### src/rtl/nsp_pkg.sv
// Shared types, constants and digit decode for the numeric string parser.
package nsp_pkg;

    // Default sizing
    localparam int NSP_MAX_OFFSET = 255;
    localparam int NSP_VALUE_BITS = 32;

    // Fixed port field widths
    localparam int CHAR_W   = 8;
    localparam int BASE_W   = 5;
    localparam int VALUE_W  = 32;
    localparam int OFFSET_W = 8;
    localparam int CFG_IDX_W  = 2;
    localparam int CFG_DATA_W = 5;

    // Register indexes
    localparam logic [CFG_IDX_W-1:0] CFG_NUMBER_BASE = 2'd0;
    localparam logic [CFG_IDX_W-1:0] CFG_SIGNED_MODE = 2'd1;

    // Character codes
    localparam logic [CHAR_W-1:0] CH_ZERO  = 8'h30;
    localparam logic [CHAR_W-1:0] CH_NINE  = 8'h39;
    localparam logic [CHAR_W-1:0] CH_MINUS = 8'h2D;
    localparam logic [CHAR_W-1:0] CH_UP_A  = 8'h41;
    localparam logic [CHAR_W-1:0] CH_UP_F  = 8'h46;
    localparam logic [CHAR_W-1:0] CH_LO_A  = 8'h61;
    localparam logic [CHAR_W-1:0] CH_LO_F  = 8'h66;
    localparam logic [CHAR_W-1:0] CH_UP_X  = 8'h58;
    localparam logic [CHAR_W-1:0] CH_LO_X  = 8'h78;

    // Fixed radices
    localparam logic [BASE_W-1:0] BASE_AUTO = 5'd0;
    localparam logic [BASE_W-1:0] BASE_OCT  = 5'd8;
    localparam logic [BASE_W-1:0] BASE_DEC  = 5'd10;
    localparam logic [BASE_W-1:0] BASE_HEX  = 5'd16;

    typedef enum logic [6:0] {
        PH_IDLE   = 7'b0000001,
        PH_SIGN   = 7'b0000010,
        PH_PREFIX = 7'b0000100,
        PH_ZAUTO  = 7'b0001000,
        PH_ZHEX   = 7'b0010000,
        PH_XPEND  = 7'b0100000,
        PH_DIGITS = 7'b1000000
    } phase_t;

    typedef struct packed {
        logic [BASE_W-1:0] number_base;
        logic              signed_mode;
    } cfg_t;

    typedef struct packed {
        logic              go;
        logic [CHAR_W-1:0] char_code;
        logic              string_start;
    } step_t;

    typedef struct packed {
        logic                emit;
        logic [VALUE_W-1:0]  value;
        logic [OFFSET_W-1:0] offset;
    } result_t;

    typedef struct packed {
        logic       hit;
        logic [3:0] val;
    } digit_t;

    function automatic digit_t digit_decode(input logic [CHAR_W-1:0] c);
        digit_t d;
        d.hit = 1'b1;
        d.val = 4'd0;
        if (c >= CH_ZERO && c <= CH_NINE)
            d.val = 4'(c - CH_ZERO);
        else if (c >= CH_UP_A && c <= CH_UP_F)
            d.val = 4'(c - CH_UP_A + 8'd10);
        else if (c >= CH_LO_A && c <= CH_LO_F)
            d.val = 4'(c - CH_LO_A + 8'd10);
        else
            d.hit = 1'b0;
        return d;
    endfunction

endpackage

### src/rtl/nsp_char_if.sv
// Character input channel.
interface nsp_char_if
    import nsp_pkg::*;
();
    logic              valid;
    logic              ready;
    logic [CHAR_W-1:0] char_code;
    logic              string_start;

    modport source (output valid, output char_code, output string_start, input ready);
    modport sink   (input valid, input char_code, input string_start, output ready);
endinterface

### src/rtl/nsp_result_if.sv
// Parse result output channel.
interface nsp_result_if
    import nsp_pkg::*;
();
    logic                valid;
    logic                ready;
    logic [VALUE_W-1:0]  parsed_value;
    logic [OFFSET_W-1:0] end_offset;

    modport source (output valid, output parsed_value, output end_offset, input ready);
    modport sink   (input valid, input parsed_value, input end_offset, output ready);
endinterface

### src/rtl/nsp_cfg_if.sv
// Configuration register write channel.
interface nsp_cfg_if
    import nsp_pkg::*;
();
    logic                  valid;
    logic                  ready;
    logic [CFG_IDX_W-1:0]  index;
    logic [CFG_DATA_W-1:0] data;

    modport source (output valid, output index, output data, input ready);
    modport sink   (input valid, input index, input data, output ready);
endinterface

### src/rtl/numeric_string_parser.sv
// Top level of the streaming string-to-integer parser.
//
//  Channel  Role  Moves                                  Transfer when
//  chars    sink  char_code, string_start (one char)     chars.valid & chars.ready
//  results  src   parsed_value, end_offset               results.valid & results.ready
//  regs     sink  index, data (0 number_base, 1 signed)  regs.valid (ready tied high)
//
// One character is taken per cycle while chars.ready is high. A character is
// captured in the input register, then the step logic (prefix/sign chain and
// one multiply-add by the latched radix) updates the parse state and, when the
// parse ends, loads the result register, which drives results.valid. Reset
// clears the parse state, the configuration registers and both valid flags.
// A stalled result holds the step; chars.ready drops only when the input
// register is full and cannot drain into a busy result register.
module numeric_string_parser
    import nsp_pkg::*;
#(
    parameter int MAX_OFFSET = NSP_MAX_OFFSET,
    parameter int VALUE_BITS = NSP_VALUE_BITS
)
(
    input  logic          clk,
    input  logic          rst_n,
    nsp_char_if.sink      chars,
    nsp_result_if.source  results,
    nsp_cfg_if.sink       regs
);

    cfg_t    cfg;
    step_t   step;
    result_t res;

    // Input register
    logic              in_vld_reg;
    logic [CHAR_W-1:0] in_char_reg;
    logic              in_start_reg;

    // Result register
    logic                out_vld_reg, out_vld_next;
    logic [VALUE_W-1:0]  out_value_reg;
    logic [OFFSET_W-1:0] out_offset_reg;

    // The step runs when there is a character and room for a possible result
    assign step.go           = in_vld_reg && (!out_vld_reg || results.ready);
    assign step.char_code    = in_char_reg;
    assign step.string_start = in_start_reg;

    assign chars.ready = !in_vld_reg || step.go;

    nsp_cfg_regs u_cfg
    (
        .clk   (clk),
        .rst_n (rst_n),
        .regs  (regs),
        .cfg   (cfg)
    );

    nsp_parse_core #(
        .MAX_OFFSET (MAX_OFFSET),
        .VALUE_BITS (VALUE_BITS)
    ) u_core
    (
        .clk   (clk),
        .rst_n (rst_n),
        .cfg   (cfg),
        .step  (step),
        .res   (res)
    );

    always_ff @(posedge clk or negedge rst_n)
    begin
        if (!rst_n)
            in_vld_reg <= 1'b0;
        else if (chars.ready)
            in_vld_reg <= chars.valid;
    end

    always_ff @(posedge clk)
    begin
        if (chars.ready && chars.valid)
        begin
            in_char_reg  <= chars.char_code;
            in_start_reg <= chars.string_start;
        end
    end

    // Result register: a taken result clears unless a new one lands
    always_comb
    begin
        out_vld_next = out_vld_reg && !results.ready;
        if (res.emit)
            out_vld_next = 1'b1;
    end

    always_ff @(posedge clk or negedge rst_n)
    begin
        if (!rst_n)
            out_vld_reg <= 1'b0;
        else
            out_vld_reg <= out_vld_next;
    end

    always_ff @(posedge clk)
    begin
        if (res.emit)
        begin
            out_value_reg  <= res.value;
            out_offset_reg <= res.offset;
        end
    end

    assign results.valid        = out_vld_reg;
    assign results.parsed_value = out_value_reg;
    assign results.end_offset   = out_offset_reg;

endmodule

### src/rtl/nsp_cfg_regs.sv
// Configuration registers: radix and signed mode.
module nsp_cfg_regs
    import nsp_pkg::*;
(
    input  logic      clk,
    input  logic      rst_n,
    nsp_cfg_if.sink   regs,
    output cfg_t      cfg
);

    cfg_t cfg_reg;

    assign regs.ready = 1'b1;
    assign cfg        = cfg_reg;

    always_ff @(posedge clk or negedge rst_n)
    begin
        if (!rst_n)
        begin
            cfg_reg <= '0;
        end
        else if (regs.valid)
        begin
            unique case (regs.index)
                CFG_NUMBER_BASE: cfg_reg.number_base <= regs.data[BASE_W-1:0];
                CFG_SIGNED_MODE: cfg_reg.signed_mode <= regs.data[0];
                default:         ;  // unmapped index, ignored
            endcase
        end
    end

endmodule

### src/rtl/nsp_parse_core.sv
// Parse state and per-character step logic: prefix, sign and multiply-add.
module nsp_parse_core
    import nsp_pkg::*;
#(
    parameter int MAX_OFFSET = NSP_MAX_OFFSET,
    parameter int VALUE_BITS = NSP_VALUE_BITS
)
(
    input  logic    clk,
    input  logic    rst_n,
    input  cfg_t    cfg,
    input  step_t   step,
    output result_t res
);

    localparam int POS_W = $clog2(MAX_OFFSET + 1);
    localparam logic [POS_W-1:0] POS_MAX = POS_W'(MAX_OFFSET);

    logic [VALUE_BITS-1:0] acc_reg, acc_next;
    logic [BASE_W-1:0]     base_reg, base_next;
    phase_t                phase_reg, phase_next;
    logic [POS_W-1:0]      pos_reg, pos_next;
    logic                  neg_reg, neg_next;

    logic                  done;
    logic                  adv;
    logic                  emit;
    logic [POS_W-1:0]      off;
    logic                  is_x;
    digit_t                dig;
    logic [VALUE_BITS-1:0] fin_value;

    assign is_x = (step.char_code == CH_UP_X) || (step.char_code == CH_LO_X);
    assign dig  = digit_decode(step.char_code);

    // Fall-through evaluation of the phase chain for one character
    always_comb
    begin
        acc_next   = acc_reg;
        base_next  = base_reg;
        phase_next = phase_reg;
        pos_next   = pos_reg;
        neg_next   = neg_reg;
        done       = 1'b0;
        adv        = 1'b0;
        emit       = 1'b0;
        off        = pos_reg;

        if (step.string_start)
        begin
            acc_next   = '0;
            base_next  = cfg.number_base;
            pos_next   = '0;
            neg_next   = 1'b0;
            phase_next = PH_SIGN;
        end

        if (phase_next == PH_IDLE)
            done = 1'b1;

        if (!done && phase_next == PH_SIGN)
        begin
            phase_next = PH_PREFIX;
            if (cfg.signed_mode && step.char_code == CH_MINUS)
            begin
                neg_next = 1'b1;
                adv      = 1'b1;
                done     = 1'b1;
            end
        end

        if (!done && phase_next == PH_PREFIX)
        begin
            if (base_next == BASE_AUTO)
            begin
                if (step.char_code == CH_ZERO)
                begin
                    base_next  = BASE_OCT;
                    phase_next = PH_ZAUTO;
                    adv        = 1'b1;
                    done       = 1'b1;
                end
                else
                    base_next = BASE_DEC;
            end
            else if (base_next == BASE_HEX && step.char_code == CH_ZERO)
            begin
                phase_next = PH_ZHEX;
                adv        = 1'b1;
                done       = 1'b1;
            end
            if (!done)
                phase_next = PH_DIGITS;
        end

        if (!done && phase_next == PH_ZAUTO)
        begin
            if (is_x)
            begin
                phase_next = PH_XPEND;
                adv        = 1'b1;
                done       = 1'b1;
            end
            else
                phase_next = PH_DIGITS;
        end

        if (!done && phase_next == PH_ZHEX)
        begin
            phase_next = PH_DIGITS;
            if (is_x)
            begin
                adv  = 1'b1;
                done = 1'b1;
            end
        end

        // "0x" with no hex digit after it: the x is left unconsumed
        if (!done && phase_next == PH_XPEND)
        begin
            if (!dig.hit)
            begin
                emit       = 1'b1;
                off        = pos_next - 1'b1;
                phase_next = PH_IDLE;
                done       = 1'b1;
            end
            else
            begin
                base_next  = BASE_HEX;
                phase_next = PH_DIGITS;
            end
        end

        if (!done)
        begin
            if (dig.hit && ({1'b0, dig.val} < base_next))
            begin
                acc_next = VALUE_BITS'(acc_next * VALUE_BITS'(base_next))
                         + VALUE_BITS'(dig.val);
                adv      = 1'b1;
            end
            else
            begin
                emit       = 1'b1;
                off        = pos_next;
                phase_next = PH_IDLE;
            end
        end

        if (adv && pos_next < POS_MAX)
            pos_next = pos_next + 1'b1;
    end

    assign fin_value = neg_next ? (VALUE_BITS'(0) - acc_next) : acc_next;

    always_comb
    begin
        res.emit   = step.go && emit;
        res.value  = VALUE_W'(64'(fin_value));
        res.offset = OFFSET_W'(16'(off));
    end

    always_ff @(posedge clk or negedge rst_n)
    begin
        if (!rst_n)
        begin
            acc_reg   <= '0;
            base_reg  <= '0;
            phase_reg <= PH_IDLE;
            pos_reg   <= '0;
            neg_reg   <= 1'b0;
        end
        else if (step.go)
        begin
            acc_reg   <= acc_next;
            base_reg  <= base_next;
            phase_reg <= phase_next;
            pos_reg   <= pos_next;
            neg_reg   <= neg_next;
        end
    end

endmodule
### src/flat_wrapper.sv
// flat-port wrapper written by rule: the top's interface ports become plain ports
module numeric_string_parser_flat import nsp_pkg::*;
#(
    parameter int MAX_OFFSET = NSP_MAX_OFFSET,
    parameter int VALUE_BITS = NSP_VALUE_BITS
)
  (clk, rst_n, chars_valid, chars_char_code, chars_string_start, chars_ready, results_valid, results_parsed_value, results_end_offset, results_ready, regs_valid, regs_index, regs_data, regs_ready);
  nsp_char_if chars_i ();
  nsp_result_if results_i ();
  nsp_cfg_if regs_i ();
  input  logic clk;
  input  logic rst_n;
  input wire logic [$bits(chars_i.valid)-1:0] chars_valid;
  input wire logic [$bits(chars_i.char_code)-1:0] chars_char_code;
  input wire logic [$bits(chars_i.string_start)-1:0] chars_string_start;
  output wire logic [$bits(chars_i.ready)-1:0] chars_ready;
  output wire logic [$bits(results_i.valid)-1:0] results_valid;
  output wire logic [$bits(results_i.parsed_value)-1:0] results_parsed_value;
  output wire logic [$bits(results_i.end_offset)-1:0] results_end_offset;
  input wire logic [$bits(results_i.ready)-1:0] results_ready;
  input wire logic [$bits(regs_i.valid)-1:0] regs_valid;
  input wire logic [$bits(regs_i.index)-1:0] regs_index;
  input wire logic [$bits(regs_i.data)-1:0] regs_data;
  output wire logic [$bits(regs_i.ready)-1:0] regs_ready;
  assign chars_i.valid = chars_valid;
  assign chars_i.char_code = chars_char_code;
  assign chars_i.string_start = chars_string_start;
  assign chars_ready = chars_i.ready;
  assign results_valid = results_i.valid;
  assign results_parsed_value = results_i.parsed_value;
  assign results_end_offset = results_i.end_offset;
  assign results_i.ready = results_ready;
  assign regs_i.valid = regs_valid;
  assign regs_i.index = regs_index;
  assign regs_i.data = regs_data;
  assign regs_ready = regs_i.ready;
  numeric_string_parser #(.MAX_OFFSET(MAX_OFFSET), .VALUE_BITS(VALUE_BITS)) u_core (.clk(clk), .rst_n(rst_n), .chars(chars_i), .results(results_i), .regs(regs_i));
endmodule
### config.mk
export PLATFORM = sky130hd
export DESIGN_NAME = numeric_string_parser_flat
export DESIGN_NICKNAME = d
export VERILOG_FILES = /design/src/rtl/nsp_pkg.sv /design/src/rtl/nsp_char_if.sv /design/src/rtl/nsp_result_if.sv /design/src/rtl/nsp_cfg_if.sv /design/src/rtl/numeric_string_parser.sv /design/src/rtl/nsp_cfg_regs.sv /design/src/rtl/nsp_parse_core.sv /design/src/flat_wrapper.sv
export SDC_FILE = /design/constraint.sdc
export NUM_CORES = 1
export LEC_CHECK = 0
export BUFFER_PORTS_ARGS = -buffer_cell sky130_fd_sc_hd__clkbuf_2
export CORE_AREA = 2 2 155 157
export CTS_CLUSTER_SIZE = 25
export DETAILED_ROUTE_END_ITERATION = 8
export DIE_AREA = 0 0 157 159
export GPL_TIMING_DRIVEN = 0
export HOLD_SLACK_MARGIN = 0.1
export PLACE_DENSITY = 0.69
export SYNTH_ARGS = -nofsm -noshare
export SYNTH_HDL_FRONTEND = slang
export SYNTH_SLANG_ARGS = --single-unit
### constraint.sdc
create_clock -name clk -period 7.7 [get_ports clk]
set_input_delay 1.54 -clock clk [delete_from_list [all_inputs] [get_ports clk]]
set_output_delay 1.54 -clock clk [all_outputs]
set_load 0.1 [all_outputs]
# Word-level counts from Yosys, hierarchy flattened
# Cells that the tools add are included.
[totals] register_bits=110 latch_bits=0 ramBits=0 rom_bits=0 inputBits=21 out_inout_bits=43 word_cells=144 n_memories=0
[op_classes] addsub=9 mul=1 n_div=0 n_lt_le_gt_ge=8 n_eq_ne=12 n_shift=0 n_mux=70 bitwise=0 n_reduce_logical=31
[op_table] operator="$mux 32" count=4
[op_table] operator="$mux 7" count=14
[op_table] operator="$mux 8" count=6
[op_table] operator="$mux 1" count=37
[op_table] operator="$add 32x4->32" count=1
[op_table] operator="$mul 32x5->32" count=1
[op_table] operator="$sub 1x32->32 const A" count=1
[op_table] operator="$mux 5" count=5
[op_table] operator="$eq 8x6->1 const B" count=2
[op_table] operator="$eq 8x7->1 const B" count=2
[op_table] operator="$ge 8x7->1 const B" count=2
[op_table] operator="$le 8x7->1 const B" count=2
[op_table] operator="$logic_and 1x1->1" count=16
[op_table] operator="$mux 4" count=3
[op_table] operator="$sub 4x1->4 const B" count=3
[op_table] operator="$add 4x4->4 const B" count=2
[op_table] operator="$add 8x1->8 const B" count=1
[op_table] operator="$ge 8x6->1 const B" count=1
[op_table] operator="$le 8x6->1 const B" count=1
[op_table] operator="$logic_not 1->1" count=8
[op_table] operator="$lt 8x8->1 const B" count=1
[op_table] operator="$sub 8x1->8 const B" count=1
[op_table] operator="$eq 7x1->1 const B" count=1
[op_table] operator="$eq 7x2->1 const B" count=1
[op_table] operator="12 further kinds" count=15

# Longest topological paths before layout
[depth] depth_word=26 mapped_depth=30 ltp_nobuf=27

# By module
# From an unflattened synthesis, not the netlist that was laid out.
[unflattened] cells_unflattened=1348 hier_area_um2=11444.7
[by_module_without_submodules] mod="nsp_parse_core" n_inst=1 cells_each=1275 area_per_inst_um2=9614.2 seq_area_each_um2=1327.5
[by_module_without_submodules] mod="numeric_string_parser" n_inst=1 cells_each=57 area_per_inst_um2=1575.3 seq_area_each_um2=1521.5
[by_module_without_submodules] mod="nsp_cfg_regs" n_inst=1 cells_each=16 area_per_inst_um2=255.2 seq_area_each_um2=150.1

# Least setup slack after synthesis
# OpenSTA, ideal clock, no wires.
[synth_timing] path_kind="flip-flop to flip-flop" start="register u_core.in_char_reg[0]" end="register u_core.out_value_reg[28], in the netlist u_core.results.parsed_value[28] (data pin)" setup_ps=267 t_arrival_ps=7165 required_ps=7433 path_slack_ps=268 stages_incl_launch_ff=27 path_buffers=2 synth_period_minus_slack_ps=7432 cell_sequence="edfxtp_1 ha_1 and4b_1 o2111a_1 or3_1 clkbuf_1 o31a_1 o2111ai_1 o21ai_0 clkbuf_1 or2_2 fa_1 fa_1 fa_1 inv_1 ha_1 and3_1 a221oi_1 xnor2_1 or2_2 or4_1 and3b_1 mux2i_1 o21bai_1 nor3_1 a21oi_1 xnor2_1"
[synth_lines] element="from (decl)" line="numeric_string_parser.sv:35" rtl="logic [CHAR_W-1:0] in_char_reg;"
[synth_lines] element="from (signal assigned)" line="numeric_string_parser.sv:82" rtl="in_char_reg <= chars.char_code;"
[synth_lines] element="to (signal assigned)" line="numeric_string_parser.sv:107" rtl="out_value_reg <= res.value;"
[synth_lines] element="to (decl)" line="numeric_string_parser.sv:40" rtl="logic [VALUE_W-1:0] out_value_reg;"

==> impl_metrics.yaml <==
status:
  status: "finished clean"
die:
  die_h_um: 159
  ios: 64
  dieArea_sq_mm: 0.0250
  rows: 56
  core_region_area_sq_mm: 0.0232
  initial_core_util_pct: 49.3
  fp.dieW_um: 157
cts:
  root_buffer: "clkbuf_16"
  h-tree-depth: 3
  cts_sinks: 110
  cts.clk_slew.worst_paths_ps: 80
  cts_tree: "yes"
  clock_path_buffers: 2
  clkLatencyLatePin_ps: 370
  cts_hold_buf: 0
  numCtsBuffers: 9
global_route:
  grt_pass1_vias: 10300
  grt_pass1_wl_um: 55300
  globalRouteOverflowTotal: 0
  track_usage_pct: 28.1
  antenna_found_initial: 0
  grt_max_degree: 59
final_layout:
  fillers: 2031
  drive_gt1_share_pct: 20.8
  diodes: 0
  area_growth_pct: 19.6
  mostFrequentLayoutCells: "199 x nor2_1, 157 x inv_1, 117 x nand2_1"
  final_common_cell: "nor2_1"
  final_cell_count_no_fill: 1795
  finalInstanceArea_sq_mm: 0.0137
  final_nets: 1650
route:
  wl_per_cell_um: 19.5
  totalWireLength_um: 35000
  firstDrtPassIters: 7
  antenna_left: 0
  drc_errors: 0
  viasPerCell: 5.91
  drtIter0Drc: 1208
  num_vias: 10600
placed_design:
  portBuffers: 62
  dpl_cell_area_sq_mm: 0.0122
  place_inst: 1734
  dp_hpwl_um: 25600
  gp_congestion: 0.942
hold_path:
  min_path_type: "reg -> reg"
sta:
  hold_ws_ps: 480
  relSlewSlack_pct: 21.5
  setup_viol: 0
  timing.final.crit_share_pct: 99.1
  layout_min_cycle_time_ps: 7630
  slew_violations: 0
  hold_viol: 0
  tightest_slew_ps: 1180
  skew_ps: 9.94
  max_freq_mhz: 131
  tns_ps: 0
worst_setup_path:
  rr_worst_depth: 24
  startpoint_type: "flop"
  critPathKind: "reg -> reg"
  rr_startpoint: "u_core.in_start_reg$_DFFE_PP_"
  worstReg2RegEnd: "u_core.results.parsed_value[31]$_DFFE_PP_"
  crit_start: "u_core.in_start_reg$_DFFE_PP_"
  cp.arrival_ps: 7740
  worstPathRequired_ps: 7810
  cp-endpoint: "u_core.results.parsed_value[31]$_DFFE_PP_"
  crit_fanout: 10
  rrSetupSlack_ps: 70
  endpoint_kind: "flop"
synth:
  synth_area_leader_cell: "fa_1"
  yosysSeqAreaShare_pct: 26.2
  synth_edf_count: 49
  yosys.area.top_type_share_pct: 15.0
  syn_area_per_cell_sq_um: 8.47
  synth_area_leaders: "fa_1 15%, dfrtp_1 13%, edfxtp_1 13%"
  netlist_area_sq_mm: 0.0114
  async_flop_share_pct: 55.5
  syn_inst: 1351
  ys_types: 95
  synthFlopType: "dfrtp_1"
  synth_warnings: 0
  synth.ff_latch_count: 110
  syn_nets: 1530
power:
  ir_worst_vdd_v: 0.000157
  p_sw_share_pct: 49.6
  power_frac_comb_pct: 50.6
  p_sw_mw: 1.29
  p_int_mw: 1.31
  pwr-share-clk_pct: 18.7
  power_frac_seq_pct: 30.7
  power.leakage_nw: 6.20
  power_mw: 2.60
  powerDensity_mw_per_mm2: 190
run:
  cap_viol_max_count: 0
-- cell usage after synthesis, types with 18 or more instances --
master,instances
nor3_1,24
fa_1,86
xor2_1,18
xnor2_1,39
nand3_1,18
o21ai_0,78
inv_1,160
dfrtp_1,60
ha_1,72
nand2_1,120
nor2_1,214
clkbuf_1,47
a21oi_1,61
edfxtp_1,49
a21o_1,24
-- kinds of logic (layout without fill, tap and decap cells) --
group | Yosys count | count (layout) | share of synthesized area, %
AOI/OAI and AO/OA | 292 | 292 | 17.1
xor gates and xnor gates | 57 | 57 | 4.36
adders and majority gates | 158 | 158 | 22.9
buffers and inverters | 221 | 346 | 7.46
DFF | 110 | 110 | 26.2
muxes | 24 | 24 | 2.23
other | 1 | 1 | 0.0328
and+or+nand+nor | 488 | 488 | 19.7
-- worst min-delay path by stage --
stage                     depth (start not counted)                             startpoint                                     to  slack [ps]
after floorplan                                   2  u_core.u_core.acc_reg[17]$_DFFE_PN0P_  u_core.u_core.acc_reg[17]$_DFFE_PN0P_         450
after global placement                            2  u_core.u_core.acc_reg[22]$_DFFE_PN0P_  u_core.u_core.acc_reg[22]$_DFFE_PN0P_         460
after detailed placement                          2  u_core.u_core.acc_reg[17]$_DFFE_PN0P_  u_core.u_core.acc_reg[17]$_DFFE_PN0P_         460
after CTS                                         2  u_core.u_core.acc_reg[17]$_DFFE_PN0P_  u_core.u_core.acc_reg[17]$_DFFE_PN0P_         480
after global routing                              2  u_core.u_core.acc_reg[17]$_DFFE_PN0P_  u_core.u_core.acc_reg[17]$_DFFE_PN0P_         520
final                                             2  u_core.u_core.acc_reg[17]$_DFFE_PN0P_  u_core.u_core.acc_reg[17]$_DFFE_PN0P_         480
-- metal layers --
metal | vias up | GRT usage, % | routed length [um]
li1 | 4853 | - | -
met1 | 5121 | 39.3 | 14500
met2 | 536 | 45.0 | 16400
met3 | 90 | 3.86 | 2960
met4 | 0 | 9.05 | 1170
met5 | - | 0 | 0
-- power groups by stage --
stage | clock network, mW | logic [mW] | registers [mW]
after floorplan | 0 | 0.443 | 1.20
after global placement | 0 | 1.11 | 0.808
after detailed placement | 0 | 1.14 | 0.805
after CTS | 0.491 | 1.18 | 0.792
after global routing | 0.512 | 1.38 | 0.813
final | 0.487 | 1.32 | 0.801
-- critical path, cell delays in order, from the launching register on --
cell	delay [ps]
edfxtp_1	470
clkbuf_4	250
inv_2	190
clkbuf_2	300
clkbuf_2	390
clkbuf_2	420
clkbuf_2	350
nand4_1	250
fa_1	590
fa_1	430
fa_1	500
inv_1	70
ha_4	230
nor2b_4	140
o31a_1	280
buf_4	160
o21ba_4	210
or3_4	340
a221oi_4	270
nand4_1	160
nor2_2	190
a31oi_4	70
or4_4	580
o41ai_4	420
xnor2_2	130
-- per-stage QoR --
| step | setup slack (ps) | utilization, % |
|---|---|---|
| after detailed placement | -1650 | 52.6 |
| after global placement | -1600 | 52.4 |
| after floorplan | 268 | - |
| after global routing | -126 | 59.0 |
| after CTS | 0.637 | 55.3 |
| final | 65.5 | 59.0 |
-- layout make-up --
cell class                      instances  area (sq um)  area share [%]
Buffer                                 54           305            2.23
Clock buffer                            9           225            1.65
Clock inverter                          7          72.6           0.530
Inverter                              161           604            4.42
Multi-Input combinational cell       1020          8310            60.7
Sequential cell                       110          3000            21.9
Tap cell                              319           399            2.92
Timing Repair Buffer                  115           767            5.60
-- timing repair --
item | CTS | global route
pin swaps | 9 | 64
setup buffers | 14 | 38
gates cloned | 0 | 0
gates resized for setup | 58 | 149
endpoints found under the hold margin | 0 | 0
setup endpoints to repair | 41 | 17
No activity file was read; power rests on OpenSTA's default activity.
